$ cat src/rtl/core/io_expander_command_parser_unit_macros.svh
// Assertion helpers shared by the parser core.
`ifndef IO_EXPANDER_COMMAND_PARSER_UNIT_MACROS_SVH
`define IO_EXPANDER_COMMAND_PARSER_UNIT_MACROS_SVH

// Same-cycle implication, disabled while reset is asserted.
`define IOEXP_ASSERT_IMP(label, ck, rn, ante, cons, msg) \
    label: assert property (@(posedge ck) disable iff (!rn) (ante) |-> (cons)) \
        else $error(msg);

// Next-cycle implication, disabled while reset is asserted.
`define IOEXP_ASSERT_NXT(label, ck, rn, ante, cons, msg) \
    label: assert property (@(posedge ck) disable iff (!rn) (ante) |=> (cons)) \
        else $error(msg);

`endif

$ cat src/rtl/core/ioexp_pkg.sv
package ioexp_pkg;

    localparam int NUM_CHANNELS = 13;
    localparam int CH_IDX_W     = (NUM_CHANNELS > 1) ? $clog2(NUM_CHANNELS) : 1;
    localparam int OUT_DATA_W   = 64;

    // Stream bytes
    localparam logic [7:0] START_CODE = 8'hCE;
    localparam logic [7:0] CMD_SET    = 8'hF0;
    localparam logic [7:0] CMD_CFG    = 8'hF1;
    localparam logic [7:0] CMD_GET    = 8'hF2;
    localparam logic [7:0] CMD_RST    = 8'hF3;

    // Channel modes
    localparam logic [2:0] MD_NONE    = 3'd0;
    localparam logic [2:0] MD_PWM     = 3'd1;
    localparam logic [2:0] MD_AIN     = 3'd2;
    localparam logic [2:0] MD_SINGLE  = 3'd3;
    localparam logic [2:0] MD_MULTI   = 3'd4;
    localparam logic [2:0] MD_DIN     = 3'd5;
    localparam logic [2:0] MD_DOUT    = 3'd6;
    localparam logic [2:0] MD_INVALID = 3'd7;

    // Actions
    localparam logic [2:0] ACT_CONFIG = 3'd0;
    localparam logic [2:0] ACT_PWM    = 3'd1;
    localparam logic [2:0] ACT_DWRITE = 3'd2;
    localparam logic [2:0] ACT_FILL   = 3'd3;
    localparam logic [2:0] ACT_SETLED = 3'd4;
    localparam logic [2:0] ACT_READ   = 3'd5;
    localparam logic [2:0] ACT_RESET  = 3'd6;

    // Pin mapping limits
    localparam logic [7:0] LAST_PIN_CHAN = 8'd12;
    localparam logic [7:0] NO_PIN_CHAN   = 8'd5;

    typedef struct packed {
        logic       rd_en;
        logic [7:0] rd_chan;
        logic       wr_en;
        logic [7:0] wr_chan;
        logic [2:0] wr_mode;
        logic [7:0] wr_count;
        logic       clr;
    } tbl_req_t;

    typedef struct packed {
        logic [2:0] mode;
        logic [7:0] count;
    } tbl_rsp_t;

    typedef struct packed {
        logic [2:0] action;
        logic [3:0] chan;
        logic [4:0] pin_number;
        logic       pin_valid;
        logic [2:0] chan_mode;
        logic [7:0] level;
        logic [7:0] red;
        logic [7:0] green;
        logic [7:0] blue;
        logic [7:0] led_index;
        logic [7:0] led_total;
        logic       sync_now;
    } result_t;

    typedef struct packed {
        logic [4:0] num;
        logic       valid;
    } pin_t;

    function automatic pin_t pin_of(input logic [7:0] ch);
        pin_t p;
        p.valid = (ch <= LAST_PIN_CHAN) && (ch != NO_PIN_CHAN);
        case (ch[3:0])
            4'd0:    p.num = 5'd10;
            4'd1:    p.num = 5'd9;
            4'd2:    p.num = 5'd6;
            4'd3:    p.num = 5'd5;
            4'd4:    p.num = 5'd15;
            4'd6:    p.num = 5'd2;
            4'd7:    p.num = 5'd11;
            4'd8:    p.num = 5'd16;
            4'd9:    p.num = 5'd3;
            4'd10:   p.num = 5'd17;
            4'd11:   p.num = 5'd8;
            4'd12:   p.num = 5'd7;
            default: p.num = 5'd0;
        endcase
        if (!p.valid)
        begin
            p.num = 5'd0;
        end
        return p;
    endfunction

endpackage

$ cat src/rtl/core/ioexp_chan_table.sv
module ioexp_chan_table (
    input  logic               clk,
    input  logic               rst_n,
    input  ioexp_pkg::tbl_req_t req,
    output ioexp_pkg::tbl_rsp_t rsp
);
    import ioexp_pkg::*;

    logic [10:0]             mem [NUM_CHANNELS];
    logic [NUM_CHANNELS-1:0] valid_reg;
    logic [NUM_CHANNELS-1:0] valid_next;
    logic                    hit_reg;
    logic                    hit_next;
    logic [10:0]             word_reg;
    logic [CH_IDX_W-1:0]     wr_idx;
    logic [CH_IDX_W-1:0]     rd_idx;
    logic                    wr_in;
    logic                    rd_in;
    logic                    fwd;
    logic [10:0]             wr_word;

    assign wr_idx  = req.wr_chan[CH_IDX_W-1:0];
    assign rd_idx  = req.rd_chan[CH_IDX_W-1:0];
    assign wr_in   = req.wr_en && (req.wr_chan < 8'(NUM_CHANNELS));
    assign rd_in   = req.rd_chan < 8'(NUM_CHANNELS);
    assign fwd     = wr_in && (req.wr_chan == req.rd_chan);
    assign wr_word = {req.wr_mode, req.wr_count};

    always_comb
    begin
        valid_next = valid_reg;
        if (req.clr)
        begin
            valid_next = '0;
        end
        else if (wr_in)
        begin
            valid_next[wr_idx] = 1'b1;
        end
    end

    // A clear or a write in the same cycle wins over the stored entry.
    assign hit_next = !req.clr && (fwd || (rd_in && valid_reg[rd_idx]));

    always_ff @(posedge clk or negedge rst_n)
    begin
        if (!rst_n)
        begin
            valid_reg <= '0;
            hit_reg   <= 1'b0;
        end
        else
        begin
            valid_reg <= valid_next;
            if (req.rd_en)
            begin
                hit_reg <= hit_next;
            end
        end
    end

    always_ff @(posedge clk)
    begin
        if (wr_in)
        begin
            mem[wr_idx] <= wr_word;
        end
        if (req.rd_en)
        begin
            word_reg <= fwd ? wr_word : mem[rd_idx];
        end
    end

    assign rsp.mode  = hit_reg ? word_reg[10:8] : MD_INVALID;
    assign rsp.count = hit_reg ? word_reg[7:0] : 8'd0;

endmodule

$ cat src/rtl/core/ioexp_parser.sv
`include "io_expander_command_parser_unit_macros.svh"

module ioexp_parser (
    input  logic                clk,
    input  logic                rst_n,
    input  logic                s1_valid,
    input  logic                s1_func,
    input  logic [7:0]          s1_byte,
    input  logic                fire,
    input  logic                accept,
    input  logic [7:0]          in_byte,
    input  ioexp_pkg::tbl_rsp_t rsp,
    output ioexp_pkg::tbl_req_t req,
    output logic                res_valid,
    output ioexp_pkg::result_t  res
);
    import ioexp_pkg::*;

    localparam logic [3:0] PS_CMD      = 4'd0;
    localparam logic [3:0] PS_CFG_CHAN = 4'd1;
    localparam logic [3:0] PS_CFG_MODE = 4'd2;
    localparam logic [3:0] PS_SET_CHAN = 4'd3;
    localparam logic [3:0] PS_GET_CHAN = 4'd4;
    localparam logic [3:0] PS_OFFSET   = 4'd5;
    localparam logic [3:0] PS_SINGLE   = 4'd6;
    localparam logic [3:0] PS_RED      = 4'd7;
    localparam logic [3:0] PS_GREEN    = 4'd8;
    localparam logic [3:0] PS_BLUE     = 4'd9;
    localparam logic [3:0] PS_COUNT    = 4'd10;
    localparam logic [3:0] PS_WAIT     = 4'd15;

    logic [3:0] ps_reg,     ps_next;
    logic [7:0] cur_reg,    cur_next;
    logic [7:0] cursor_reg, cursor_next;
    logic [7:0] red_reg,    red_next;
    logic [7:0] green_reg,  green_next;
    logic [3:0] ps_after;
    logic [7:0] cur_after;
    logic [7:0] cursor_inc;
    logic       cur_in_range;
    logic       wr_en_c;
    logic       clr_c;
    logic [2:0] wr_mode_c;
    logic [7:0] wr_count_c;

    function automatic result_t base(input logic [2:0] act, input logic [7:0] ch,
                                     input logic [2:0] md);
        result_t r;
        pin_t    p;
        p            = pin_of(ch);
        r            = '0;
        r.action     = act;
        r.chan       = ch[3:0];
        r.pin_number = p.num;
        r.pin_valid  = p.valid;
        r.chan_mode  = md;
        return r;
    endfunction

    assign cursor_inc   = cursor_reg + 8'd1;
    assign cur_in_range = cur_reg < 8'(NUM_CHANNELS);

    always_comb
    begin
        ps_next     = ps_reg;
        cur_next    = cur_reg;
        cursor_next = cursor_reg;
        red_next    = red_reg;
        green_next  = green_reg;
        res_valid   = 1'b0;
        res         = '0;
        wr_en_c     = 1'b0;
        clr_c       = 1'b0;
        wr_mode_c   = rsp.mode;
        wr_count_c  = rsp.count;
        if (s1_valid)
        begin
            if (s1_func)
            begin
                ps_next = PS_WAIT;
            end
            else
            begin
                case (ps_reg)
                    PS_CMD:
                    begin
                        if (s1_byte == CMD_SET)
                        begin
                            ps_next = PS_SET_CHAN;
                        end
                        else if (s1_byte == CMD_GET)
                        begin
                            ps_next = PS_GET_CHAN;
                        end
                        else if (s1_byte == CMD_CFG)
                        begin
                            ps_next = PS_CFG_CHAN;
                        end
                        else if (s1_byte == CMD_RST)
                        begin
                            ps_next     = PS_WAIT;
                            cur_next    = 8'd0;
                            cursor_next = 8'd0;
                            red_next    = 8'd0;
                            green_next  = 8'd0;
                            clr_c       = 1'b1;
                            res_valid   = 1'b1;
                            res.action  = ACT_RESET;
                        end
                    end
                    PS_SET_CHAN, PS_GET_CHAN, PS_CFG_CHAN:
                    begin
                        cur_next = s1_byte;
                        if (ps_reg == PS_CFG_CHAN)
                        begin
                            ps_next = PS_CFG_MODE;
                        end
                        else if (rsp.mode inside {MD_PWM, MD_DOUT})
                        begin
                            ps_next = PS_SINGLE;
                        end
                        else if (rsp.mode == MD_SINGLE)
                        begin
                            ps_next = PS_RED;
                        end
                        else if (rsp.mode == MD_MULTI)
                        begin
                            ps_next = PS_OFFSET;
                        end
                        else if (rsp.mode inside {MD_DIN, MD_AIN})
                        begin
                            if (ps_reg == PS_SET_CHAN)
                            begin
                                ps_next = PS_SINGLE;
                            end
                            else
                            begin
                                ps_next   = PS_CMD;
                                res_valid = 1'b1;
                                res       = base(ACT_READ, s1_byte, rsp.mode);
                            end
                        end
                    end
                    PS_CFG_MODE:
                    begin
                        wr_mode_c = s1_byte[2:0];
                        if (s1_byte > {5'd0, MD_DOUT})
                        begin
                            ps_next = PS_WAIT;
                        end
                        else if (s1_byte[2:0] inside {MD_SINGLE, MD_MULTI})
                        begin
                            ps_next = PS_COUNT;
                            wr_en_c = 1'b1;
                        end
                        else
                        begin
                            ps_next = PS_WAIT;
                            wr_en_c = 1'b1;
                            if (cur_in_range)
                            begin
                                res_valid     = 1'b1;
                                res           = base(ACT_CONFIG, cur_reg, s1_byte[2:0]);
                                res.led_total = rsp.count;
                            end
                        end
                    end
                    PS_COUNT:
                    begin
                        ps_next    = PS_WAIT;
                        wr_count_c = s1_byte;
                        wr_en_c    = 1'b1;
                        if (cur_in_range)
                        begin
                            res_valid     = 1'b1;
                            res           = base(ACT_CONFIG, cur_reg, rsp.mode);
                            res.led_total = s1_byte;
                        end
                    end
                    PS_OFFSET:
                    begin
                        cursor_next = s1_byte;
                        ps_next     = PS_RED;
                    end
                    PS_SINGLE:
                    begin
                        ps_next = PS_WAIT;
                        if (rsp.mode == MD_PWM)
                        begin
                            res_valid = 1'b1;
                            res       = base(ACT_PWM, cur_reg, rsp.mode);
                            res.level = s1_byte;
                        end
                        else if (rsp.mode inside {MD_DOUT, MD_DIN, MD_AIN})
                        begin
                            res_valid = 1'b1;
                            res       = base(ACT_DWRITE, cur_reg, rsp.mode);
                            res.level = s1_byte;
                        end
                    end
                    PS_RED:
                    begin
                        red_next = s1_byte;
                        ps_next  = PS_GREEN;
                    end
                    PS_GREEN:
                    begin
                        green_next = s1_byte;
                        ps_next    = PS_BLUE;
                    end
                    PS_BLUE:
                    begin
                        ps_next = PS_WAIT;
                        if (rsp.mode == MD_SINGLE)
                        begin
                            res_valid     = 1'b1;
                            res           = base(ACT_FILL, cur_reg, rsp.mode);
                            res.red       = red_reg;
                            res.green     = green_reg;
                            res.blue      = s1_byte;
                            res.led_total = rsp.count;
                            res.sync_now  = 1'b1;
                        end
                        else if (rsp.mode == MD_MULTI)
                        begin
                            res_valid     = 1'b1;
                            res           = base(ACT_SETLED, cur_reg, rsp.mode);
                            res.red       = red_reg;
                            res.green     = green_reg;
                            res.blue      = s1_byte;
                            res.led_index = cursor_reg;
                            res.sync_now  = cursor_inc >= rsp.count;
                            cursor_next   = cursor_inc;
                            // Keep streaming until the string ends or a block of 8 closes.
                            if (!(cursor_inc >= rsp.count || cursor_inc[2:0] == 3'd0))
                            begin
                                ps_next = PS_RED;
                            end
                        end
                    end
                    default:
                    begin
                        if (s1_byte == START_CODE)
                        begin
                            ps_next = PS_CMD;
                        end
                    end
                endcase
            end
        end
    end

    // Address of the next read: the incoming byte names the channel in the
    // channel states, otherwise the current channel (both after this update).
    assign ps_after  = fire ? ps_next : ps_reg;
    assign cur_after = fire ? cur_next : cur_reg;

    always_comb
    begin
        req.rd_en    = accept;
        req.rd_chan  = (ps_after == PS_SET_CHAN || ps_after == PS_GET_CHAN ||
                        ps_after == PS_CFG_CHAN) ? in_byte : cur_after;
        req.wr_en    = fire && wr_en_c;
        req.wr_chan  = cur_reg;
        req.wr_mode  = wr_mode_c;
        req.wr_count = wr_count_c;
        req.clr      = fire && clr_c;
    end

    always_ff @(posedge clk or negedge rst_n)
    begin
        if (!rst_n)
        begin
            ps_reg     <= PS_WAIT;
            cur_reg    <= 8'd0;
            cursor_reg <= 8'd0;
            red_reg    <= 8'd0;
            green_reg  <= 8'd0;
        end
        else if (fire)
        begin
            ps_reg     <= ps_next;
            cur_reg    <= cur_next;
            cursor_reg <= cursor_next;
            red_reg    <= red_next;
            green_reg  <= green_next;
        end
    end

    `IOEXP_ASSERT_IMP(a_pin_none_ch5, clk, rst_n, res_valid && res.pin_valid, res.chan != 4'd5, "pin reported for unmapped channel")
    `IOEXP_ASSERT_NXT(a_timeout_wait, clk, rst_n, fire && s1_func, ps_reg == PS_WAIT, "timeout did not return parser to waiting")

endmodule

$ cat src/rtl/core/io_expander_command_parser_unit.sv
// A result reaches m_axis through the execute stage and then the output register.
// Throughput: one request per cycle unless execute stalls; the channel table
// is read on accept and written back in execute, with write-first forwarding.
// Reset (rst_n low, asynchronous): pipeline and output empty, parser waits for
// the start byte, every channel reads as invalid mode with an LED count of zero.
`include "io_expander_command_parser_unit_macros.svh"

module io_expander_command_parser_unit (
    input  logic                              clk,
    input  logic                              rst_n,
    input  logic                              s_axis_tvalid,
    output logic                              s_axis_tready,
    input  logic [7:0]                        s_axis_tdata,  // [7:0] data_byte
    input  logic                              s_axis_tuser,  // [0] func
    output logic                              m_axis_tvalid,
    input  logic                              m_axis_tready,
    // [3:0] chan, [8:4] pin_number, [9] pin_valid, [12:10] chan_mode,
    // [20:13] level, [28:21] red, [36:29] green, [44:37] blue,
    // [52:45] led_index, [60:53] led_total, [61] sync_now, [63:62] zero
    output logic [ioexp_pkg::OUT_DATA_W-1:0] m_axis_tdata,
    output logic [2:0]                        m_axis_tuser   // [2:0] action
);
    import ioexp_pkg::*;

    // Execute stage: holds the request whose channel table read is in flight.
    logic       s1_valid_reg;
    logic       s1_valid_next;
    logic       s1_func_reg;
    logic [7:0] s1_byte_reg;

    // Output register: parts the result side from the request side.
    logic       out_valid_reg;
    logic       out_valid_next;
    result_t    out_res_reg;

    logic       s_accept;
    logic       out_free;
    logic       s1_fire;
    logic       res_valid;
    result_t    res;
    tbl_req_t   tbl_req;
    tbl_rsp_t   tbl_rsp;

    // Advance the execute stage when the request gives no result, or when the
    // output register is free or being drained this cycle.
    assign out_free      = !out_valid_reg || m_axis_tready;
    assign s1_fire       = s1_valid_reg && (!res_valid || out_free);
    assign s_axis_tready = !s1_valid_reg || s1_fire;
    assign s_accept      = s_axis_tvalid && s_axis_tready;

    // Channel table: one read port (issued on accept), one write port.
    ioexp_chan_table u_table (
        .clk   (clk),
        .rst_n (rst_n),
        .req   (tbl_req),
        .rsp   (tbl_rsp)
    );

    // Parser: state registers and the step for the request in the execute stage.
    ioexp_parser u_parser (
        .clk       (clk),
        .rst_n     (rst_n),
        .s1_valid  (s1_valid_reg),
        .s1_func   (s1_func_reg),
        .s1_byte   (s1_byte_reg),
        .fire      (s1_fire),
        .accept    (s_accept),
        .in_byte   (s_axis_tdata),
        .rsp       (tbl_rsp),
        .req       (tbl_req),
        .res_valid (res_valid),
        .res       (res)
    );

    always_comb
    begin
        s1_valid_next = s1_valid_reg;
        if (s_accept)
        begin
            s1_valid_next = 1'b1;
        end
        else if (s1_fire)
        begin
            s1_valid_next = 1'b0;
        end
    end

    always_comb
    begin
        out_valid_next = out_valid_reg;
        if (s1_fire && res_valid)
        begin
            out_valid_next = 1'b1;
        end
        else if (m_axis_tready)
        begin
            out_valid_next = 1'b0;
        end
    end

    always_ff @(posedge clk or negedge rst_n)
    begin
        if (!rst_n)
        begin
            s1_valid_reg  <= 1'b0;
            out_valid_reg <= 1'b0;
        end
        else
        begin
            s1_valid_reg  <= s1_valid_next;
            out_valid_reg <= out_valid_next;
        end
    end

    // Payload: load the request on accept, the result when it leaves execute.
    always_ff @(posedge clk)
    begin
        if (s_accept)
        begin
            s1_func_reg <= s_axis_tuser;
            s1_byte_reg <= s_axis_tdata;
        end
        if (s1_fire && res_valid)
        begin
            out_res_reg <= res;
        end
    end

    assign m_axis_tvalid = out_valid_reg;
    assign m_axis_tuser  = out_res_reg.action;
    assign m_axis_tdata  = {2'b00,
                            out_res_reg.sync_now,
                            out_res_reg.led_total,
                            out_res_reg.led_index,
                            out_res_reg.blue,
                            out_res_reg.green,
                            out_res_reg.red,
                            out_res_reg.level,
                            out_res_reg.chan_mode,
                            out_res_reg.pin_valid,
                            out_res_reg.pin_number,
                            out_res_reg.chan};

    `IOEXP_ASSERT_IMP(a_reset_zero, clk, rst_n, m_axis_tvalid && m_axis_tuser == ACT_RESET, m_axis_tdata == '0, "reset action carries nonzero fields")
    `IOEXP_ASSERT_NXT(a_accept_fill, clk, rst_n, s_accept, s1_valid_reg, "accepted request not held in execute stage")
    `IOEXP_ASSERT_IMP(a_no_result_go, clk, rst_n, s1_valid_reg && !res_valid, s1_fire, "request without result stalled")

endmodule
$ cat config.mk
export PLATFORM = sky130hd
export DESIGN_NAME = io_expander_command_parser_unit
export DESIGN_NICKNAME = d
export VERILOG_FILES = /design/src/rtl/core/ioexp_pkg.sv /design/src/rtl/core/ioexp_chan_table.sv /design/src/rtl/core/ioexp_parser.sv /design/src/rtl/core/io_expander_command_parser_unit.sv
export VERILOG_INCLUDE_DIRS = /design/src /design/src/rtl/core
export SDC_FILE = /design/constraint.sdc
export NUM_CORES = 1
export LEC_CHECK = 0
export BUFFER_PORTS_ARGS = -buffer_cell sky130_fd_sc_hd__buf_4
export CAP_MARGIN = 15
export CORE_MARGIN = 2
export CORE_UTILIZATION = 50
export DETAILED_ROUTE_END_ITERATION = 12
export PLACE_DENSITY = 0.67
export SETUP_SLACK_MARGIN = 0.4
export SLEW_MARGIN = 20
export SYNTH_ARGS = -nofsm -noshare
export SYNTH_HDL_FRONTEND = slang
export SYNTH_SLANG_ARGS = --single-unit
$ cat constraint.sdc
create_clock -name clk -period 6.5 [get_ports clk]
set_input_delay 0.65 -clock clk [delete_from_list [all_inputs] [get_ports clk]]
set_output_delay 0.65 -clock clk [all_outputs]
set_load 0.1 [all_outputs]
Word level (Yosys, flattened, before mapping) --
Memories as Yosys holds them, arrays and structs flattened. A register that Yosys moved wholly into a read port is not among the register bits. Cells that the tools add are included.
Word-level totals: register bits 126, bits in latches 0, memory bits (writable) 143, memory bits (read-only) 560, bits of input ports 13, output and inout port bits 69, word-level logic and storage cells 233, memories 8
Memories:
- u_table.mem | depth 13, bits a word 11, read ports 1, clocked after Yosys merged registers in 1, write ports 1, RTL line ioexp_chan_table.sv:9 | logic [10:0] mem [NUM_CHANNELS];
- (name not given) | depth 16, bits a word 5, read ports 1, clocked after Yosys merged registers in 1, write ports 0, RTL line ioexp_pkg.sv:75 | case (ch[3:0])
- (name not given) | depth 16, bits a word 5, read ports 1, clocked after Yosys merged registers in 0, write ports 0, RTL line ioexp_pkg.sv:75
- (name not given) | depth 16, bits a word 5, read ports 1, clocked after Yosys merged registers in 0, write ports 0, RTL line ioexp_pkg.sv:75
- (name not given) | depth 16, bits a word 5, read ports 1, clocked after Yosys merged registers in 0, write ports 0, RTL line ioexp_pkg.sv:75
- (name not given) | depth 16, bits a word 5, read ports 1, clocked after Yosys merged registers in 0, write ports 0, RTL line ioexp_pkg.sv:75
- +2 memories
Operators by class: add/subtract/negate cells 1, $mul 0, divide/modulo/power cells 0, magnitude comparators 9, equality and inequality tests 35, shift-type cells 0, multiplexer cells 113, bitwise gates (word level) 3, reductions and logical operators 41
Operator list (number):
- $mux 65 | 11
- $pmux 62 s5 | 1
- $mux 8 | 18
- $mux 62 | 2
- $mux 4 | 18
- $mux 64 | 1
- $pmux 8 s2 | 3
- $eq 8x8->1 const B | 5
- $mux 5 | 7
- $mux 1 | 33
- $pmux 4 s8 | 1
- $mux 3 | 10
- $mux 13 | 2
- $pmux 8 s3 | 1
- $eq 4x3->1 const B | 5
- $pmux 3 s6 | 1
- $le 8x4->1 const B | 2
- $lt 8x4->1 const B | 2
- $ne 8x3->1 const B | 2
- $reduce_and 8->1 | 2
- $reduce_bool 2->1 | 8
- $or 13x13->13 | 1
- $eq 3x3->1 const B | 4
- $eq 4x2->1 const B | 3
- 26 further kinds | 59

Longest topological paths before layout --
Gate-level depths: netlist of the first run.
depth after elaboration 24, depth in mapped cells 17, depth with buffers taken out 16

Hierarchy --
A second synthesis of the first run with hierarchy kept.
Second synthesis, totals: cell total of the unflattened synthesis 993, area, all modules 13245.2 um^2
By module, submodules not included:
- ioexp_chan_table | instances 1, cells an instance 374, area each 6922.9 um^2, seq. area each 4974.8 um^2
- ioexp_parser | instances 1, cells an instance 532, area each 3963.8 um^2, seq. area each 905.9 um^2
- io_expander_command_parser_unit | instances 1, cells an instance 87, area each 2358.5 um^2, seq. area each 2272.2 um^2

Worst setup path before layout of the first run --
No wires, ideal clock.
path kind flip-flop to flip-flop, start register u_parser.ps_reg[3], end register out_res_reg (netlist bit m_axis_tdata[0]), enable pin, arrival time 6717 ps, setup slack -784 ps, cell stages (with the launch flop) 10, clock period less this slack 7284 ps, path through dfstp_2 -> clkbuf_1 -> nor3_1 -> o2111a_1 -> buf_2 -> nor4_2 -> a211oi_4 -> inv_2 -> nand2_2 -> nor3_1
Between the ends: word-level cells in the longest chain between the ends 14, elaborated cells on any way between the ends 22
Ends and longest elaborated chain:
- from (decl) | RTL line ioexp_parser.sv:32 | logic [3:0] ps_reg, ps_next;
- from (signal assigned) | RTL line ioexp_parser.sv:282 | ps_reg <= ps_next;
- $eq 4x2->1 | RTL line ioexp_parser.sv:84, ioexp_parser.sv:132
- $mux 1 | RTL line ioexp_parser.sv:132 | if (ps_reg == PS_SET_CHAN)
- $mux 1 | RTL line ioexp_parser.sv:130 | else if (rsp.mode inside {MD_DIN, MD_AIN})
- $mux 1 | RTL line ioexp_parser.sv:126 | else if (rsp.mode == MD_MULTI)
- $mux 1 | RTL line ioexp_parser.sv:122 | else if (rsp.mode == MD_SINGLE)
- $mux 1 | RTL line ioexp_parser.sv:118 | else if (rsp.mode inside {MD_PWM, MD_DOUT})
- $mux 1 | RTL line ioexp_parser.sv:114 | if (ps_reg == PS_CFG_CHAN)
- $pmux 1 s6 * | RTL line ioexp_parser.sv:84 | case (ps_reg)
- $mux 1 * | RTL line ioexp_parser.sv:78 | if (s1_func)
- $mux 1 * | RTL line ioexp_parser.sv:76 | if (s1_valid)
- $logic_not 1->1 | RTL line io_expander_command_parser_unit.sv:47 | assign s1_fire = s1_valid_reg && (!res_valid || out_free);
- $logic_or 1x1->1 | RTL line io_expander_command_parser_unit.sv:47
- $logic_and 1x1->1 | RTL line io_expander_command_parser_unit.sv:47
- $logic_and 1x1->1 * | RTL line io_expander_command_parser_unit.sv:123 | if (s1_fire && res_valid)
- to (signal assigned) | RTL line io_expander_command_parser_unit.sv:125 | out_res_reg <= res;
- to (decl) | RTL line io_expander_command_parser_unit.sv:34 | result_t out_res_reg;
Every way passes the cells marked *; elsewhere a longest branch is shown, timed or not. A chain may end at the register's enable or synchronous reset.

Worst setup path in the final report of the first run --
start register u_parser.ps_reg[2], end register u_table.word_reg[8] (read register of u_table.mem) (data pin)
Between the ends: word-level cells in the longest chain between the ends 18, elaborated cells on any way between the ends 52
Ends and longest elaborated chain:
- $eq 4x2->1 | RTL line ioexp_parser.sv:84, ioexp_parser.sv:132
- $mux 1 | RTL line ioexp_parser.sv:132
- $mux 1 | RTL line ioexp_parser.sv:130
- $mux 1 | RTL line ioexp_parser.sv:126
- $mux 1 | RTL line ioexp_parser.sv:122
- $mux 1 | RTL line ioexp_parser.sv:118
- $mux 1 | RTL line ioexp_parser.sv:114
- $pmux 1 s6 | RTL line ioexp_parser.sv:84
- $mux 1 | RTL line ioexp_parser.sv:78
- $mux 1 | RTL line ioexp_parser.sv:76
- $logic_not 1->1 | RTL line io_expander_command_parser_unit.sv:47
- $logic_or 1x1->1 | RTL line io_expander_command_parser_unit.sv:47
- $logic_and 1x1->1 | RTL line io_expander_command_parser_unit.sv:47
- $mux 4 | RTL line ioexp_parser.sv:255 | assign ps_after = fire ? ps_next : ps_reg;
- $eq 4x2->1 / $eq 4x3->1 (equally long branches) | RTL line ioexp_parser.sv:261 | req.rd_chan = (ps_after == PS_SET_CHAN || ps_after == PS_GET_CHAN ||
- $logic_or 1x1->1 (2 in a row) | RTL line ioexp_parser.sv:261
- $mux 8 | RTL line ioexp_parser.sv:262 | ps_after == PS_CFG_CHAN) ? in_byte : cur_after;
- to (decl) | RTL line ioexp_chan_table.sv:14 | logic [10:0] word_reg;
Parallel ways exist; a longest one is shown, timed or not.

==> impl_metrics.py, run 1 <==
metrics = {
    "timing": {
        "skew_ns": 0.0246,
        "min_period_over_period": 0.776,
        "fmax_mhz": 198,
        "grt_setup_unrepaired": "false",
        "worst_pin_slew_ns": 1.07,
        "hold_violations": 0,
        "slew_viol_final": 0,
        "setup-tns-final_ns": 0,
        "hold_ws_ns": 0.145,
        "fin_ws_ns": 1.45,
        "period_needed_ns": 5.05,
        "setup_viol": 0,
        "relSlewSlack": 0.283,
    },
    "floorplanning": {
        "pin_count": 82,
        "die_width_um": 166,
        "die_height_um": 166,
        "start_util": 0.506,
        "num_rows": 59,
        "die-area_mm2": 0.0275,
        "core_area_mm2": 0.0259,
    },
    "worst_setup_path": {
        "worstPathMaxFanout": 70,
        "crit_path_end_kind": "flip-flop",
        "critPathLaunchType": "flip-flop",
        "r2r_start": "u_parser.ps_reg[2]",
        "reg2reg_to": "u_table.word_reg[8]",
        "critical_path_class": "flip-flop to flip-flop",
        "rr_worst_depth": 13,
        "crit_arrival_ns": 5.37,
        "worstPathRequired_ns": 6.82,
        "r2r_slack_ns": 1.45,
    },
    "yosys": {
        "synthXorXnorAreaFrac": 0.00602,
        "yosys.area_share.adder": 0.0191,
        "yosysSeqAreaShare": 0.630,
        "netlist_instances": 1077,
        "syn_avg_cell_area_um2": 12.2,
        "async_flop_share": 0.182,
        "synth_ff_type": "edfxtp_1",
        "synth_warnings": 0,
        "synth_simple_gate_area_share": 0.146,
        "synth_area_mm2": 0.0131,
        "synth.distinct_cells": 81,
        "synth_top_family_by_area": "simple AND/OR/NAND/NOR gates",
        "synth-seq-cells": 285,
        "synth_edf_count": 228,
        "synth_mux_area_frac": 0.0403,
        "synth_compound_area_frac": 0.127,
    },
    "layout": {
        "nets": 1186,
        "fillers": 2135,
        "postLayoutCoreUtil": 0.580,
        "areaGrowthSynthToFinish_pct": 14.7,
        "largest_reg_flops": 143,
        "drive_gt1_frac": 0.166,
        "n_antenna_cell": 0,
    },
    "global_route": {
        "antenna_found_initial": 0,
        "grt.total_usage": 0.230,
        "grt_pass1_wl_um": 50100,
        "grt_start_max_net_pins": 71,
        "grt_pass1_vias": 8717,
        "overflow": 0,
    },
    "clocking": {
        "clk_latency_ns": 0.57,
        "clkTransAtPathRegs_ns": 0.07,
        "cts_resized": 0,
        "cts_sinks": 285,
        "cts_tree": "done",
        "cts.path.max_buffers": 3,
        "cts_buffers": 29,
        "ctsHoldBuffers": 0,
        "cts-root-buf": "clkbuf_16",
        "htree_levels": 1,
        "cts_setup_buffers": 0,
    },
    "power": {
        "p_per_area_mw_per_mm2": 254,
        "leakage_nw": 5.43,
        "ir_worst_vdd_mv": 0.291,
    },
    "place": {
        "hpwl_um": 20900,
        "dpl_worst_slack_ns": 1.49,
        "io_buffer_count": 79,
        "routabilityCongestion": 0.871,
    },
    "hold_path": {
        "hp-class": "input port to asynchronous set/reset pin",
    },
    "status": {
        "run_status": "finished clean",
    },
    "drt": {
        "via_per_inst": 5.94,
        "routed_wl_um": 31900,
        "drc": 0,
        "drt-initial-drc-count": 1051,
        "num_vias": 8978,
        "antenna_left": 0,
        "firstDrtPassIters": 6,
        "wl_per_cell_um": 21.1,
    },
    "flow_run": {
        "maxCapViolCount": 0,
    },
}
[area by class of cell]
| cell class | instances | area, µm² | share of cell area |
|---|---|---|---|
| Sequential cell | 285 | 8250 | 0.549 |
| Multi-Input combinational cell | 699 | 4450 | 0.296 |
| Timing Repair Buffer | 110 | 838 | 0.0558 |
| Clock buffer | 29 | 726 | 0.0483 |
| Tap cell | 335 | 419 | 0.0279 |
| Clock inverter | 25 | 233 | 0.0155 |
| Inverter | 28 | 105 | 0.00699 |
[metal layers]
| layer | GRT usage | wire length [µm] |
|---|---|---|
| met1 | 0.326 | 13800 |
| met5 | 0 | 0 |
| met2 | 0.364 | 14800 |
| met3 | 0.0372 | 2440 |
| met4 | 0.0775 | 887 |
[critical path, cell delays in order (launching register included)]
cell       delay (ns)
dfstp_2          0.74
nand4bb_1        0.32
a211o_1          0.47
a21boi_1         0.41
a211oi_4         0.15
inv_2            0.14
nand2_2          0.16
o32ai_4          0.71
mux2i_4          0.36
buf_12           0.32
mux2_2           0.39
o22ai_1          0.15
a211oi_1         0.07
a211o_1          0.29
[through the flow]
stage / area, µm² / cells / power, mW
final: 15000 / 1511 / 3.81
after global routing: 15000 / 1511 / 3.93
after CTS: 15000 / 1511 / 3.84
after detailed placement: 14100 / 1457 / 2.19
after global placement: 14100 / 1457 / 2.19
after floorplan: 13100 / 1078 / 2.13
[where the power goes]
group	total, mW	internal [mW]	switching (mW)	leakage, nW
clock network	1.66	0.945	0.716	0.470
logic	0.136	0.0426	0.0930	2.32
registers	2.02	1.99	0.0304	2.65
total	3.81	2.97	0.839	5.43
[kinds of logic after synthesis]
group	Yosys count
AOI/OAI and AO/OA	233
xor gates and xnor gates	9
adders and majority gates	20
buffers and inverters	94
DFF	285
muxes	48
other	1
and+or+nand+nor	387
[worst max-delay path by stage]
stage / cells after the start / slack [ns] / end / start
floorplan: 9 / 1.22 / m_axis_tdata[0] / u_parser.ps_reg[3]
global placement: 15 / 1.61 / u_table.word_reg[8] / u_table.hit_reg
detailed placement: 13 / 1.49 / u_table.word_reg[8] / u_parser.ps_reg[2]
CTS: 13 / 1.48 / u_table.word_reg[8] / u_parser.ps_reg[2]
global route: 14 / 1.07 / u_table.word_reg[10] / u_table.hit_reg
finish: 13 / 1.45 / u_table.word_reg[8] / u_parser.ps_reg[2]
[Yosys cell counts (4+ instances only)]
cell type	n	share of area
a211oi_1	17	0.0097
a21oi_1	28	0.011
a222oi_1	10	0.0076
a22o_1	7	0.0047
a22oi_1	15	0.0086
a31oi_1	11	0.0053
a32oi_1	15	0.010
and2_1	48	0.023
and3_1	5	0.0024
and3b_1	4	0.0027
buf_2	16	0.0061
buf_4	6	0.0034
clkbuf_1	40	0.011
dfrtp_1	48	0.092
dfstp_2	4	0.0080
dfxtp_1	5	0.0076
edfxtp_1	228	0.52
ha_1	20	0.019
inv_1	26	0.0074
mux2_2	9	0.0077
mux2i_1	32	0.024
nand2_1	109	0.031
nand2b_1	18	0.0086
nand3_1	25	0.0095
nor2_1	109	0.031
nor3_1	28	0.011
nor3b_1	4	0.0023
nor4_1	5	0.0024
nor4_2	5	0.0048
o211ai_1	5	0.0029
o21a_1	14	0.0080
o21ai_0	41	0.016
o21ai_1	8	0.0031
o22ai_1	17	0.0081
o31ai_1	12	0.0069
xnor2_1	5	0.0033
xor2_1	4	0.0027
[layout by cell type (no fill, tap or decap), types with 26 or more instances in the layout]
| cell | n |
|---|---|
| a21oi_1 | 28 |
| and2_1 | 48 |
| buf_4 | 109 |
| clkbuf_16 | 29 |
| dfrtp_1 | 48 |
| edfxtp_1 | 228 |
| inv_1 | 26 |
| mux2i_1 | 32 |
| nand2_1 | 109 |
| nor2_1 | 109 |
| nor3_1 | 27 |
| o21ai_0 | 41 |
(Power assumes the default switching activity.)
==> inputs of run 2 (changes only) <==
--- a/config.mk
+++ b/config.mk
@@ -11,7 +11,7 @@
 export CORE_MARGIN = 2
 export CORE_UTILIZATION = 50
 export DETAILED_ROUTE_END_ITERATION = 12
-export PLACE_DENSITY = 0.67
+export PLACE_DENSITY = 0.65
 export SETUP_SLACK_MARGIN = 0.4
 export SLEW_MARGIN = 20
 export SYNTH_ARGS = -nofsm -noshare
==> constraint.sdc (replaced) <==
create_clock -name clk -period 5.1 [get_ports clk]
set_input_delay 0.51 -clock clk [delete_from_list [all_inputs] [get_ports clk]]
set_output_delay 0.51 -clock clk [all_outputs]
set_load 0.1 [all_outputs]
==> run 2 against run 1 <==
The flow now finishes with violations (negative hold slack). Via count grew 3.4%. Critical path depth unchanged. Worst hold slack lost 0.16 ns. Setup slack worse by 0.88 ns. First-iteration DRC count rose by 5.5%. Sequential share of layout area fell by 1.5 points. Power grew 28%. Wire length is 3.9% higher. Combinational power is 56% higher. Highest routed layer unchanged.
==> impl_metrics.py, run 2 (synthesized netlist as in run 1, its figures left out) <==
metrics = {
    "status": {
        "run_status": "finished with violations",
        "violations": "negative hold slack",
    },
    "clocking": {
        "cts_buffers": 29,
        "cts-root-buf": "clkbuf_16",
        "cts.path.max_buffers": 3,
        "htree_levels": 1,
        "clkTransAtPathRegs_ns": 0.06,
        "ctsHoldBuffers": 0,
        "cts_tree": "done",
        "clk_latency_ns": 0.57,
        "cts_sinks": 285,
    },
    "global_route": {
        "grt_pass1_wl_um": 50700,
        "grt.total_usage": 0.235,
        "grt_start_max_net_pins": 56,
        "grt_pass1_vias": 8584,
        "antenna_found_initial": 0,
        "overflow": 0,
    },
    "worst_setup_path": {
        "crit_path_end_kind": "flip-flop",
        "critPathLaunchType": "flip-flop",
        "worstPathMaxFanout": 23,
        "critical_path_class": "flip-flop to flip-flop",
        "crit_arrival_ns": 4.84,
        "worstPathRequired_ns": 5.41,
    },
    "layout": {
        "fin_cells": 1553,
        "largest_reg_flops": 143,
        "mostFrequentLayoutCell": "edfxtp_1",
        "fillers": 2099,
        "nets": 1228,
        "layout_common_cells": "228 x edfxtp_1, 147 x buf_4, 108 x nand2_1, 108 x nor2_1, 47 x and2_1",
        "drive_gt1_frac": 0.200,
        "n_antenna_cell": 0,
        "areaGrowthSynthToFinish_pct": 18.1,
    },
    "timing": {
        "setup_viol": 0,
        "fmax_mhz": 221,
        "hold_ws_ns": -0.0156,
        "skew_ns": 0.0125,
        "relSlewSlack": 0.286,
        "setup-tns-final_ns": 0,
        "hold_violations": 11,
        "min_period_over_period": 0.887,
        "grt_setup_unrepaired": "false",
        "worst_pin_slew_ns": 1.07,
        "slew_viol_final": 0,
        "period_needed_ns": 4.52,
    },
    "drt": {
        "antenna_left": 0,
        "firstDrtPassIters": 6,
        "drc": 0,
        "drt-initial-drc-count": 1109,
        "via_per_inst": 5.98,
        "routed_wl_um": 33200,
        "num_vias": 9280,
        "wl_per_cell_um": 21.4,
    },
    "floorplanning": {
        "num_rows": 59,
        "die_width_um": 166,
        "die_height_um": 166,
        "start_util": 0.506,
        "pin_count": 82,
        "die-area_mm2": 0.0275,
        "core_area_mm2": 0.0259,
    },
    "power": {
        "p_per_area_mw_per_mm2": 317,
        "leakage_nw": 5.65,
        "ir_worst_vdd_mv": 0.295,
    },
    "place": {
        "hpwl_um": 21700,
        "routabilityCongestion": 0.967,
        "io_buffer_count": 79,
        "place_inst": 1481,
    },
    "hold_path": {
        "hp-class": "input port to asynchronous set/reset pin",
    },
    "flow_run": {
        "maxCapViolCount": 0,
    },
}
[run 2: cell count changes in the layout (fill, tap and decap cells not counted), moves of 2 or more]
cell,before,now
clkbuf_8,0,2
clkinv_2,8,6
buf_12,1,3
dfrtp_2,0,2
dfrtp_1,48,46
clkbuf_1,0,5
dfstp_4,0,3
inv_6,2,0
clkinv_1,6,4
dfstp_2,4,1
buf_4,109,147
clkbuf_16,29,31
[run 2: final timing paths]
kind	end	slack, ns	startpoint	depth (start not counted)
max	u_table.word_reg[8]	0.58	u_parser.ps_reg[2]	13
min	u_table.valid_reg[2]	-0.02	rst_n	1
max reg2reg	u_table.word_reg[8]	0.58	u_parser.ps_reg[2]	13
min reg2reg	u_parser.red_reg[6]	0.46	u_parser.red_reg[6]	2
max in group asynchronous	u_parser.cursor_reg[1]	4.57	rst_n	1
min in group clk	s1_func_reg	0.11	s_axis_tuser	1
[run 2: critical path: stages (launching register included)]
cell and delay, ns:
dfstp_4 0.74, or4bb_1 0.55, nor3_1 0.32, nor4_2 0.11, a211oi_4 0.40, a2111oi_4 0.11, o32ai_4 0.38, mux2i_4 0.39
buf_4 0.18, clkbuf_16 0.18, mux2_2 0.35, o22ai_1 0.16, a211oi_1 0.08, a211o_1 0.29
[run 2: per-stage QoR]
step	utilization	hold WS [ns]	power [mW]	area, µm²	worst slack, ns
floorplan	-	0.214	2.71	13100	0.800
global placement	0.551	0.443	2.80	14300	0.411
detailed placement	0.551	0.449	2.80	14300	0.327
CTS	0.588	0.00813	4.91	15200	0.411
global route	0.597	0.0418	5.04	15500	0.399
finish	0.597	-0.0156	4.90	15500	0.575
[run 2: area by class of cell]
cell class / instances / area (µm²) / share of cell area
Timing Repair Buffer: 152 / 1210 / 0.0784
Clock buffer: 36 / 772 / 0.0499
Clock inverter: 18 / 188 / 0.0121
Inverter: 28 / 105 / 0.00679
Multi-Input combinational cell: 699 / 4510 / 0.292
Tap cell: 335 / 419 / 0.0271
Sequential cell: 285 / 8270 / 0.534
[run 2: layer usage]
metal | track usage | vias up | wire length, µm
met1 | 0.341 | 4503 | 14400
li1 | - | 4287 | -
met4 | 0.0794 | 0 | 927
met5 | 0 | - | 0
met3 | 0.0360 | 67 | 2660
met2 | 0.365 | 423 | 15200
[run 2: report_power, final]
group	switching, mW	total [mW]	leakage (nW)	internal (mW)
Combinational	0.143	0.212	2.54	0.0695
Sequential	0.0247	2.56	2.64	2.53
Clock	0.899	2.13	0.468	1.23
Total	1.07	4.90	5.65	3.83
[run 2: timing repair]
action	CTS	global route
setup endpoints to repair	7	14
gates cloned	0	2
buffers inserted	1	15
hold endpoints to repair	0	0
gates resized for setup	1	15
pin swaps	1	5
